[src/rtl/core/bsalu_pkg.sv]
`timescale 1ns / 1ps
// ----------------------------------------------------------------------------
// bsalu_pkg
// Shared types, field widths and the condition check for the
// data-processing execute unit with barrel shifter and NZCV flags.
// ----------------------------------------------------------------------------
package bsalu_pkg;

    // stream widths: request word in, packed result out (43 bits padded to 48)
    localparam int IN_TDATA_W  = 32;
    localparam int OUT_TDATA_W = 48;

    localparam int XLEN    = 32;
    localparam int NUM_REGS = 16;
    localparam int REG_IDX_W = 4;
    localparam int FLAGS_W = 4;

    // program counter value after reset (current address plus eight)
    localparam logic [XLEN-1:0] PC_RESET = 32'd8;
    localparam logic [XLEN-1:0] PC_STEP  = 32'd4;
    localparam logic [XLEN-1:0] PC_AHEAD = 32'd8;
    localparam logic [REG_IDX_W-1:0] PC_IDX = 4'd15;

    // alu opcodes
    typedef enum logic [3:0] {
        OP_AND = 4'd0,  OP_EOR = 4'd1,  OP_SUB = 4'd2,  OP_RSB = 4'd3,
        OP_ADD = 4'd4,  OP_ADC = 4'd5,  OP_SBC = 4'd6,  OP_RSC = 4'd7,
        OP_TST = 4'd8,  OP_TEQ = 4'd9,  OP_CMP = 4'd10, OP_CMN = 4'd11,
        OP_ORR = 4'd12, OP_MOV = 4'd13, OP_BIC = 4'd14, OP_MVN = 4'd15
    } alu_op_t;

    // shift kinds
    typedef enum logic [1:0] {
        SH_LSL = 2'd0, SH_LSR = 2'd1, SH_ASR = 2'd2, SH_ROR = 2'd3
    } shift_t;

    // condition codes
    typedef enum logic [3:0] {
        CC_EQ = 4'd0,  CC_NE = 4'd1,  CC_CS = 4'd2,  CC_CC = 4'd3,
        CC_MI = 4'd4,  CC_PL = 4'd5,  CC_VS = 4'd6,  CC_VC = 4'd7,
        CC_HI = 4'd8,  CC_LS = 4'd9,  CC_GE = 4'd10, CC_LT = 4'd11,
        CC_GT = 4'd12, CC_LE = 4'd13, CC_AL = 4'd14, CC_NV = 4'd15
    } cond_t;

    // condition check against NZCV (N in bit 3)
    function automatic logic cond_pass(input logic [3:0] cond, input logic [FLAGS_W-1:0] f);
        logic n, z, c, v, p;
        n = f[3];
        z = f[2];
        c = f[1];
        v = f[0];
        case (cond_t'(cond))
            CC_EQ:   p = z;
            CC_NE:   p = !z;
            CC_CS:   p = c;
            CC_CC:   p = !c;
            CC_MI:   p = n;
            CC_PL:   p = !n;
            CC_VS:   p = v;
            CC_VC:   p = !v;
            CC_HI:   p = c && !z;
            CC_LS:   p = !c || z;
            CC_GE:   p = (n == v);
            CC_LT:   p = (n != v);
            CC_GT:   p = !z && (n == v);
            CC_LE:   p = z || (n != v);
            CC_AL:   p = 1'b1;
            default: p = 1'b0;
        endcase
        return p;
    endfunction

endpackage

[src/rtl/core/barrel_shift_alu_with_flags.sv]
`timescale 1ns / 1ps
// ----------------------------------------------------------------------------
// barrel_shift_alu_with_flags
// Data-processing execute unit: condition check, barrel shifter, 16-op alu,
// register file r0..r14 plus program counter, and NZCV flags.
// ----------------------------------------------------------------------------
// path: request accept -> execute stage holding register (operand read) -> result register (execute)
// throughput: one request per cycle while m_tready does not stall the result, limited by the single execute pass
// the register file read feeding the execute pass is registered at accept
// reset (aresetn low, synchronous): registers read as zero, r15 = 8, flags zero,
// both channels empty
module barrel_shift_alu_with_flags (
    input  logic                                aclk,
    input  logic                                aresetn,
    // request channel
    input  logic                                s_tvalid,
    output logic                                s_tready,
    input  logic [bsalu_pkg::IN_TDATA_W-1:0]    s_tdata,  // [31:0] instruction
    // result channel
    output logic                                m_tvalid,
    input  logic                                m_tready,
    // [0] executed, [32:1] result_value, [36:33] dest_index, [37] wrote_register,
    // [41:38] flags_after, [42] unsupported, [47:43] zero
    output logic [bsalu_pkg::OUT_TDATA_W-1:0]   m_tdata
);
    import bsalu_pkg::*;

    // register file copies: a serves rn and rm, b serves rs
    logic [XLEN-1:0]        rf_a_reg [NUM_REGS];
    logic [XLEN-1:0]        rf_b_reg [NUM_REGS];
    logic [NUM_REGS-1:0]    rf_valid_reg;

    logic [XLEN-1:0]        pc_reg;
    logic [FLAGS_W-1:0]     flags_reg;

    // execute stage holding register
    logic                   in_valid_reg;
    logic [IN_TDATA_W-1:0]  ins_reg;
    logic [XLEN-1:0]        rn_data_reg, rm_data_reg, rs_data_reg;
    logic                   rn_ok_reg, rm_ok_reg, rs_ok_reg;

    // result register
    logic                   m_valid_reg;
    logic [OUT_TDATA_W-1:0] m_data_reg;
    logic [OUT_TDATA_W-1:0] m_data_next;

    logic                   s_accept;
    logic                   advance;

    // decoded fields
    logic [3:0]             cond;
    alu_op_t                op;
    logic                   sbit, ibit, reg_shift;
    logic [REG_IDX_W-1:0]   rn_idx, rd_idx, rs_idx, rm_idx;
    shift_t                 kind;
    logic [4:0]             imm_amt;
    logic                   dp, pass, executed, writes;

    // operands
    logic [XLEN-1:0]        pc_x;
    logic [XLEN-1:0]        a_val, rm_val, rs_val;
    logic [7:0]             amt8;
    logic                   rrx;
    logic [XLEN:0]          lsl_t, lsr_t;
    logic signed [XLEN:0]   asr_t;
    logic [5:0]             asr_amt;
    logic [2*XLEN-1:0]      ror_t;
    logic [2*XLEN-1:0]      imm_t;
    logic [4:0]             imm_rot;
    logic [XLEN-1:0]        b_val;
    logic                   sh_c;

    // alu
    logic                   arith;
    logic [XLEN-1:0]        ax, ay, r_val;
    logic                   cin;
    logic [XLEN:0]          sum;
    logic                   nf, zf, cf, vf;
    logic [FLAGS_W-1:0]     flags_new, flags_out;

    // write port
    logic                   wr_en;
    logic [REG_IDX_W-1:0]   wr_idx;
    logic [XLEN-1:0]        wr_data;
    logic [REG_IDX_W-1:0]   s_rn, s_rm, s_rs;

    // handshakes
    assign advance  = in_valid_reg && (!m_valid_reg || m_tready);
    assign s_tready = !in_valid_reg || advance;
    assign s_accept = s_tvalid && s_tready;
    assign m_tvalid = m_valid_reg;
    assign m_tdata  = m_data_reg;

    assign s_rn = s_tdata[19:16];
    assign s_rm = s_tdata[3:0];
    assign s_rs = s_tdata[11:8];

    // field decode
    always_comb begin
        cond      = ins_reg[31:28];
        op        = alu_op_t'(ins_reg[24:21]);
        sbit      = ins_reg[20];
        ibit      = ins_reg[25];
        rn_idx    = ins_reg[19:16];
        rd_idx    = ins_reg[15:12];
        rs_idx    = ins_reg[11:8];
        rm_idx    = ins_reg[3:0];
        kind      = shift_t'(ins_reg[6:5]);
        imm_amt   = ins_reg[11:7];
        reg_shift = !ibit && ins_reg[4];
        dp = (ins_reg[27:26] == 2'b00)
             && !((ins_reg[24:23] == 2'b10) && !sbit)
             && (ibit || !(ins_reg[7] && ins_reg[4]));
        pass     = cond_pass(cond, flags_reg);
        executed = dp && pass;
        writes   = (ins_reg[24:23] != 2'b10);
    end

    // operand selection, r15 reads the program counter
    always_comb begin
        pc_x   = reg_shift ? (pc_reg + PC_STEP) : pc_reg;
        a_val  = (rn_idx == PC_IDX) ? pc_x : (rn_ok_reg ? rn_data_reg : '0);
        rm_val = (rm_idx == PC_IDX) ? pc_x : (rm_ok_reg ? rm_data_reg : '0);
        rs_val = (rs_idx == PC_IDX) ? pc_reg : (rs_ok_reg ? rs_data_reg : '0);
    end

    // barrel shifter
    always_comb begin
        rrx  = !reg_shift && (imm_amt == 5'd0) && (kind == SH_ROR);
        if (reg_shift) begin
            amt8 = rs_val[7:0];
        end else if ((imm_amt == 5'd0) && (kind inside {SH_LSR, SH_ASR})) begin
            amt8 = 8'd32;
        end else begin
            amt8 = {3'b000, imm_amt};
        end
        lsl_t   = {1'b0, rm_val} << amt8;
        lsr_t   = {rm_val, 1'b0} >> amt8;
        asr_amt = (amt8 > 8'd32) ? 6'd32 : amt8[5:0];
        asr_t   = $signed({rm_val, 1'b0}) >>> asr_amt;
        ror_t   = {rm_val, rm_val} >> amt8[4:0];
        imm_rot = {ins_reg[11:8], 1'b0};
        imm_t   = {24'd0, ins_reg[7:0], 24'd0, ins_reg[7:0]} >> imm_rot;

        if (ibit) begin
            b_val = imm_t[XLEN-1:0];
            sh_c  = (imm_rot == 5'd0) ? flags_reg[1] : imm_t[XLEN-1];
        end else if (rrx) begin
            b_val = {flags_reg[1], rm_val[XLEN-1:1]};
            sh_c  = rm_val[0];
        end else if (amt8 == 8'd0) begin
            b_val = rm_val;
            sh_c  = flags_reg[1];
        end else begin
            case (kind)
                SH_LSL: begin
                    b_val = lsl_t[XLEN-1:0];
                    sh_c  = lsl_t[XLEN];
                end
                SH_LSR: begin
                    b_val = lsr_t[XLEN:1];
                    sh_c  = lsr_t[0];
                end
                SH_ASR: begin
                    b_val = asr_t[XLEN:1];
                    sh_c  = asr_t[0];
                end
                default: begin
                    b_val = ror_t[XLEN-1:0];
                    sh_c  = ror_t[XLEN-1];
                end
            endcase
        end
    end

    // alu and flags
    always_comb begin
        arith = 1'b1;
        ax    = a_val;
        ay    = b_val;
        cin   = 1'b0;
        r_val = '0;
        case (op)
            OP_AND, OP_TST: begin
                arith = 1'b0;
                r_val = a_val & b_val;
            end
            OP_EOR, OP_TEQ: begin
                arith = 1'b0;
                r_val = a_val ^ b_val;
            end
            OP_SUB, OP_CMP: begin
                ay  = ~b_val;
                cin = 1'b1;
            end
            OP_RSB: begin
                ax  = b_val;
                ay  = ~a_val;
                cin = 1'b1;
            end
            OP_ADD, OP_CMN: begin
                cin = 1'b0;
            end
            OP_ADC: begin
                cin = flags_reg[1];
            end
            OP_SBC: begin
                ay  = ~b_val;
                cin = flags_reg[1];
            end
            OP_RSC: begin
                ax  = b_val;
                ay  = ~a_val;
                cin = flags_reg[1];
            end
            OP_ORR: begin
                arith = 1'b0;
                r_val = a_val | b_val;
            end
            OP_MOV: begin
                arith = 1'b0;
                r_val = b_val;
            end
            OP_BIC: begin
                arith = 1'b0;
                r_val = a_val & ~b_val;
            end
            default: begin
                arith = 1'b0;
                r_val = ~b_val;
            end
        endcase

        sum = {1'b0, ax} + {1'b0, ay} + {{XLEN{1'b0}}, cin};
        if (arith) begin
            r_val = sum[XLEN-1:0];
            cf    = sum[XLEN];
            vf    = ((ax[XLEN-1] ^ sum[XLEN-1]) & (ay[XLEN-1] ^ sum[XLEN-1]));
        end else begin
            cf = sh_c;
            vf = flags_reg[0];
        end
        nf        = r_val[XLEN-1];
        zf        = (r_val == '0);
        flags_new = {nf, zf, cf, vf};
        flags_out = (executed && sbit) ? flags_new : flags_reg;
    end

    // register file write port
    assign wr_en   = advance && executed && writes && (rd_idx != PC_IDX);
    assign wr_idx  = rd_idx;
    assign wr_data = r_val;

    // result packing
    always_comb begin
        m_data_next        = '0;
        m_data_next[0]     = executed;
        m_data_next[32:1]  = executed ? r_val : '0;
        m_data_next[36:33] = executed ? rd_idx : '0;
        m_data_next[37]    = executed && writes;
        m_data_next[41:38] = flags_out;
        m_data_next[42]    = !dp;
    end

    // register file storage and operand read with write bypass
    always_ff @(posedge aclk) begin
        if (wr_en) begin
            rf_a_reg[wr_idx] <= wr_data;
            rf_b_reg[wr_idx] <= wr_data;
        end
        if (s_accept) begin
            rn_data_reg <= (wr_en && (wr_idx == s_rn)) ? wr_data : rf_a_reg[s_rn];
            rm_data_reg <= (wr_en && (wr_idx == s_rm)) ? wr_data : rf_a_reg[s_rm];
            rs_data_reg <= (wr_en && (wr_idx == s_rs)) ? wr_data : rf_b_reg[s_rs];
            rn_ok_reg   <= (wr_en && (wr_idx == s_rn)) || rf_valid_reg[s_rn];
            rm_ok_reg   <= (wr_en && (wr_idx == s_rm)) || rf_valid_reg[s_rm];
            rs_ok_reg   <= (wr_en && (wr_idx == s_rs)) || rf_valid_reg[s_rs];
            ins_reg     <= s_tdata;
        end
        if (advance) begin
            m_data_reg <= m_data_next;
        end
    end

    // control state: valid bits, program counter, flags, stage valids
    always_ff @(posedge aclk) begin
        if (!aresetn) begin
            rf_valid_reg <= '0;
            pc_reg       <= PC_RESET;
            flags_reg    <= '0;
            in_valid_reg <= 1'b0;
            m_valid_reg  <= 1'b0;
        end else begin
            if (wr_en) begin
                rf_valid_reg[wr_idx] <= 1'b1;
            end
            if (advance) begin
                flags_reg <= flags_out;
                if (executed && writes && (rd_idx == PC_IDX)) begin
                    pc_reg <= r_val + PC_AHEAD;
                end else begin
                    pc_reg <= pc_reg + PC_STEP;
                end
            end
            if (s_accept) begin
                in_valid_reg <= 1'b1;
            end else if (advance) begin
                in_valid_reg <= 1'b0;
            end
            if (advance) begin
                m_valid_reg <= 1'b1;
            end else if (m_tready) begin
                m_valid_reg <= 1'b0;
            end
        end
    end

endmodule

[config.mk]
export PLATFORM = sky130hd
export DESIGN_NAME = barrel_shift_alu_with_flags
export DESIGN_NICKNAME = d
export VERILOG_FILES = /design/src/rtl/core/bsalu_pkg.sv /design/src/rtl/core/barrel_shift_alu_with_flags.sv
export SDC_FILE = /design/constraint.sdc
export NUM_CORES = 2
export LEC_CHECK = 0
export ABC_AREA = 1
export ABC_CLOCK_PERIOD_IN_PS = 7600
export BUFFER_PORTS_ARGS = -buffer_cell sky130_fd_sc_hd__buf_2
export CAP_MARGIN = 10
export CELL_PAD_IN_SITES_DETAIL_PLACEMENT = 1
export CELL_PAD_IN_SITES_GLOBAL_PLACEMENT = 2
export CORE_ASPECT_RATIO = 0.9
export CORE_MARGIN = 4
export CORE_UTILIZATION = 38
export DETAILED_ROUTE_END_ITERATION = 8
export PLACE_DENSITY_LB_ADDON = 0.1
export SYNTH_ARGS = -nofsm -noshare
export SYNTH_HDL_FRONTEND = slang
export SYNTH_SLANG_ARGS = --single-unit
export TNS_END_PERCENT = 50
[constraint.sdc]
create_clock -name aclk -period 7.6 [get_ports aclk]
set_input_delay 0.38 -clock aclk [delete_from_list [all_inputs] [get_ports aclk]]
set_output_delay 0.38 -clock aclk [all_outputs]
set_load 0.02 [all_outputs]
Word-level counts from Yosys, hierarchy flattened
Memories as Yosys holds them, arrays and structs flattened. A register that Yosys moved wholly into a read port is not among the register bits.
Index checks and enable logic that the tools add are counted.

storage, ports and cells
  bits in read-only memories = 0
  bits in writable memories = 1,024
  output and inout bits = 50
  memories kept = 2
  bits in registers = 140
  logic and storage cells = 188
  latch bits = 0

operators by class
  div/mod/pow operators = 0
  multiply operators = 0
  bitwise gates (word level) = 10
  add/sub/neg operators = 4
  eq/ne operators = 43
  order comparisons = 6
  mux-type cells = 45
  shift-type cells = 5
  reductions and logical operators = 61

memory list
  name      words  bits a word  rd ports  clocked after memory_dff  write ports  line                               text
  rf_a_reg  16     32           2         2                         1            barrel_shift_alu_with_flags.sv:29  logic [XLEN-1:0] rf_a_reg [NUM_REGS];
  rf_b_reg  16     32           1         0                         1            barrel_shift_alu_with_flags.sv:30  logic [XLEN-1:0] rf_b_reg [NUM_REGS];

operators by type and width
  operator               number
  $mux 32                11
  $pmux 32 s6            1
  $pmux 32 s3            1
  $eq 4x4->1 const B     18
  $and 32x32->32         2
  $not 32->32            2
  $pmux 32 s2            1
  $shr 64x5->32          1
  $shr 40x5->32          1
  $add 32x32->33         1
  $add 33x1->33          1
  $shl 32x8->33          1
  $shr 33x8->33          1
  $sshr 33x6->33         1
  $add 32x3->32 const B  1
  $add 32x4->32 const B  1
  $eq 4x3->1 const B     8
  $logic_not 32->1       1
  $mux 8                 4
  $or 32x32->32          1
  $xor 32x32->32         1
  $logic_and 1x1->1      23
  $lt 4x5->1 const B     4
  $mux 1                 17
  31 further kinds       70

Depth between registers and ports, before layout
  depth after elaboration = 20
  gate-level depth with buffers = 60

Worst setup path after synthesis
Ideal clock, no wire load.

  path kind = register -> register
  start point = register pc_reg[2]
  end point = register flags_reg[2]
  path slack = 0.844 ns
  arrival = 6.645 ns
  data required time = 7.489 ns
  period minus slack after synthesis = 6.756 ns
  stages on the path, launching flop included = 55
  setup time = 0.111 ns
  cells stage by stage = dfxtp_1 > ha_1 > nand2_1 > nor2_2 > nand2_1 > nor2_2 > nand2_1 > nand2_1 > nand3_1 > nand3_1 > nand2_1 > nand2_1 > nand2_1 > nand2_1 > nand3_1 > nand3_1 > nand2_1 > o21ai_0 > (+19 left out) > o21ai_0 > nand3_1 > nand2_1 > nand4_1 > nand2_1 > a21oi_1 > o21ai_0 > inv_1 > o211ai_1 > nand3_1 > nand2_1 > nor2_1 > nand3_1 > nor2_1 > nand3_1 > nand3_1 > nand2_1 > inv_1

on the way
  word-level cells in the longest chain between the ends = 16
  elaborated cells on any way between the ends = 31

RTL lines
  element                                                  line                                text
  start: declaration                                       barrel_shift_alu_with_flags.sv:33   logic [XLEN-1:0] pc_reg;
  start signal: assignment                                 barrel_shift_alu_with_flags.sv:300  pc_reg <= r_val + PC_AHEAD;
  start signal: assignment                                 barrel_shift_alu_with_flags.sv:302  pc_reg <= pc_reg + PC_STEP;
  branches (longest 13 deep; another with $add 32x32->33)  -
  $mux 32 (*)                                              barrel_shift_alu_with_flags.sv:235  if (arith) begin
  net r_val[30]                                            barrel_shift_alu_with_flags.sv:75   logic [XLEN-1:0] ax, ay, r_val;
  $logic_not 32->1 (*)                                     barrel_shift_alu_with_flags.sv:244  zf = (r_val == '0);
  $mux 4 (*)                                               barrel_shift_alu_with_flags.sv:246  flags_out = (executed && sbit) ? flags_new : flags_reg;
  end signal: assignment                                   barrel_shift_alu_with_flags.sv:298  flags_reg <= flags_out;
  end: declaration                                         barrel_shift_alu_with_flags.sv:34   logic [FLAGS_W-1:0] flags_reg;

Mark *: on every way through the listed nets, which the timed path passes.
A chain may end at the register's enable or synchronous reset.

Worst setup path after layout
  start point = register pc_reg[2]
  end point = register pc_reg[21]

on the way
  word-level cells in the longest chain between the ends = 16
  elaborated cells on any way between the ends = 31

RTL lines
  element                                                  line                                text
  branches (longest 13 deep; another with $add 32x32->33)  -
  $mux 32 (*)                                              barrel_shift_alu_with_flags.sv:235
  net r_val[20]                                            barrel_shift_alu_with_flags.sv:75
  $add 32x4->32 (*)                                        barrel_shift_alu_with_flags.sv:300
  $mux 32 (*)                                              barrel_shift_alu_with_flags.sv:299  if (executed && writes && (rd_idx == PC_IDX)) begin

Marked as above.

==> flow_summary.yaml <==
run_status:
  outcome: "complete, no violations"
die:
  num_rows: 127
  ios: 86
  die_x_microns: 396
  die_area_sq_um: 142000
  core_area_sq_um: 134000
  initial_core_util_pct: 38.5
  die_h_microns: 357
final_layout:
  utilization_pct: 45.2
  drive_gt1_share_pct: 14.6
  syn_to_final_growth_pct: 17.6
  nets: 7545
  fill_cells: 16669
  largest_register_ffs: 480
sta:
  slew_headroom_pct: 14.2
  drv_slew: 0
  min_period_ns: 7.14
  worst_pin_slew_ns: 1.28
  setup_viol: 0
  whs_ns: 0.0815
  fin_crit_sh_pct: 94.0
  hold_viol_final: 0
  fin_ws_ns: 0.459
  fmax_mhz: 140
  fin_skew_ns: 0.0529
detailed_routing:
  wl_microns: 266000
  drtPass1Iterations: 5
  antenna_left: 0
  drt_iter0_drc: 6461
  dr_total_vias: 56477
  via_per_inst: 6.06
  wl_per_cell_microns: 28.5
  drc: 0
logic_synthesis:
  syn_area_sq_um: 51500
  seq_area_frac_synth_pct: 40.7
  avgSynthCellArea_sq_um: 7.21
  yosys_warnings: 0
  synth_cells: 7149
  ys.flop_type: "edfxtp_1"
  synth_cell_types: 55
  synth_edf_count: 662
  async_reset_ff_share_pct: 0
  ys_ff_latch: 716
hold_path:
  min_from: "s_tdata[9]"
  hp-class: "primary input to register"
worst_setup_path:
  rrSetupSlack_ns: 0.46
  critPathCapture: "pc_reg[21]"
  crit_required_ns: 8.21
  path_common_cell: "nand2_1"
  path_buf_inv: 7
  slowest_stage: "fa_2"
  slowest_delay_ns: 0.39
  critPathCaptureType: "register"
  critical_path.max_fanout: 5
  crit_cells: 55
  crit_path_start: "pc_reg[2]"
  rr_worst_depth: 55
  worstSetupPathType: "register to register"
  rr_startpoint: "pc_reg[2]"
  critPathArrivalTime_ns: 7.75
  rr_endpoint: "pc_reg[21]"
  critical_path.top_delay_family: "simple AND/OR/NAND/NOR gates"
  critPathLaunchType: "register"
clock_network:
  cts_buffer_depth: 3
  cts_num_sinks: 716
  tritoncts: "built"
  root_buffer: "clkbuf_16"
  cts.clk_slew.worst_paths_ns: 0.06
  cts_buffers: 83
  cts-htree-levels: 3
  clock_latency_ns: 0.72
power_and_ir_drop:
  p_total_mw: 12.9
  ir_worst_vdd_mv: 0.175
  power_density_nw_per_um2: 212
  total_leakage_power_nw: 25.1
placement:
  port_buffers: 80
  place_ws_ns: -0.213
  place.gp.congestion: 0.964
  dp_hpwl_microns: 183000
run:
  maxCapViolCount: 0
global_route:
  grt_pass1_wl_microns: 380000
  grt_max_degree: 220
  antenna_found_initial: 6
  grt_pass1_vias: 54193
  grtUsageTotal_pct: 36.2
  grt_remaining_overflow: 0
## area by class of cell
type | instances | area (sq um) | area share (%)
clock buffer | 114 | 2240 | 3.70
inverter | 631 | 2400 | 3.96
tap | 1806 | 2260 | 3.73
clock inverter | 38 | 417 | 0.688
antenna | 4 | 10.0 | 0.0165
sequential | 716 | 21000 | 34.6
multi-input combinational | 5338 | 27000 | 44.5
timing repair buffer | 667 | 5300 | 8.74
## repair_timing
item	in CTS	in global routing
hold buffers	22	0
hold endpoints to repair	22	0
pin swaps	0	39
buffers inserted	0	18
setup endpoints to repair	59	235
gates cloned	0	4
resized for setup	14	201
## metal layers
| layer | vias to the layer above | track usage (%) | part of all wire (%) |
|---|---|---|---|
| li1 | 25361 | - | - |
| met1 | 28086 | 53.6 | 45 |
| met2 | 2617 | 53.5 | 42 |
| met3 | 409 | 5.82 | 8.8 |
| met4 | 4 | 11.8 | 3.5 |
| met5 | - | 0 | 0.010 |
## synth_stat cells (all sizes together), types with 7 or more instances
cell | instances | share of area, %
ha | 70 | 1.7
buf | 162 | 1.6
inv | 620 | 4.5
xnor2 | 7 | 0.12
nor3 | 10 | 0.11
or2 | 11 | 0.13
o211ai | 167 | 2.4
o21ai | 742 | 7.2
nand3 | 1032 | 10
clkinv | 11 | 0.080
nor2 | 427 | 3.4
clkbuf | 340 | 2.5
xor2 | 13 | 0.22
nand4 | 21 | 0.28
a22oi | 32 | 0.47
a211oi | 20 | 0.29
o221ai | 86 | 1.5
nand2 | 1801 | 14
a21oi | 675 | 6.6
edfxtp | 662 | 39
a31oi | 142 | 1.7
dfxtp | 54 | 2.1
## through the flow
step,area [sq um],instances,setup TNS [ns]
after global routing,60600,9310,-0.302
after global placement,56800,9114,-0.564
after detailed placement,56800,9114,-2.78
after CTS,59700,9288,0
final,60600,9314,0
after floorplan,51700,7185,0
## cells by family (layout without fill, tap and decap cells)
family	Yosys count	after routing	synth area share [%]
buffers and inverters	1133	1450	8.73
multiplexers	2	2	0.0389
AO/OA/AOI/OAI	1889	1889	20.5
XOR/XNOR	20	20	0.340
flip-flops	716	716	40.7
other	1	41	0.00728
AND/OR/NAND/NOR	3316	3318	27.9
adder cells (fa/ha/maj)	72	72	1.78
## power by group
part,internal (mW),switching [mW]
logic,1.22,2.95
clock network,2.20,1.77
registers,4.62,0.0876
## cells in the final DEF (no fill, tap or decap), types with 73 or more instances in the layout
master,Yosys,routed
buf_2,66,73
nand2_2,66,105
a21oi_1,674,666
nand3_1,1025,989
o211ai_1,167,167
edfxtp_1,662,662
clkbuf_16,0,85
inv_1,589,580
o221ai_1,86,86
a31oi_1,142,139
nor2_1,398,359
nand2_1,1722,1671
o21ai_0,708,681
buf_4,21,532
## worst min path at each step
stage	end	slack, ns	cells after the start
5_1_grt	ins_reg[9]	0.05	1
6_report	ins_reg[9]	0.08	1
3_3_place_gp	rf_valid_reg[15]	0.44	2
3_5_place_dp	rf_valid_reg[15]	0.45	2
2_1_floorplan	rf_valid_reg[15]	0.42	2
4_1_cts	ins_reg[9]	0.02	1
Note: power is estimated with default switching activity, not from simulation.
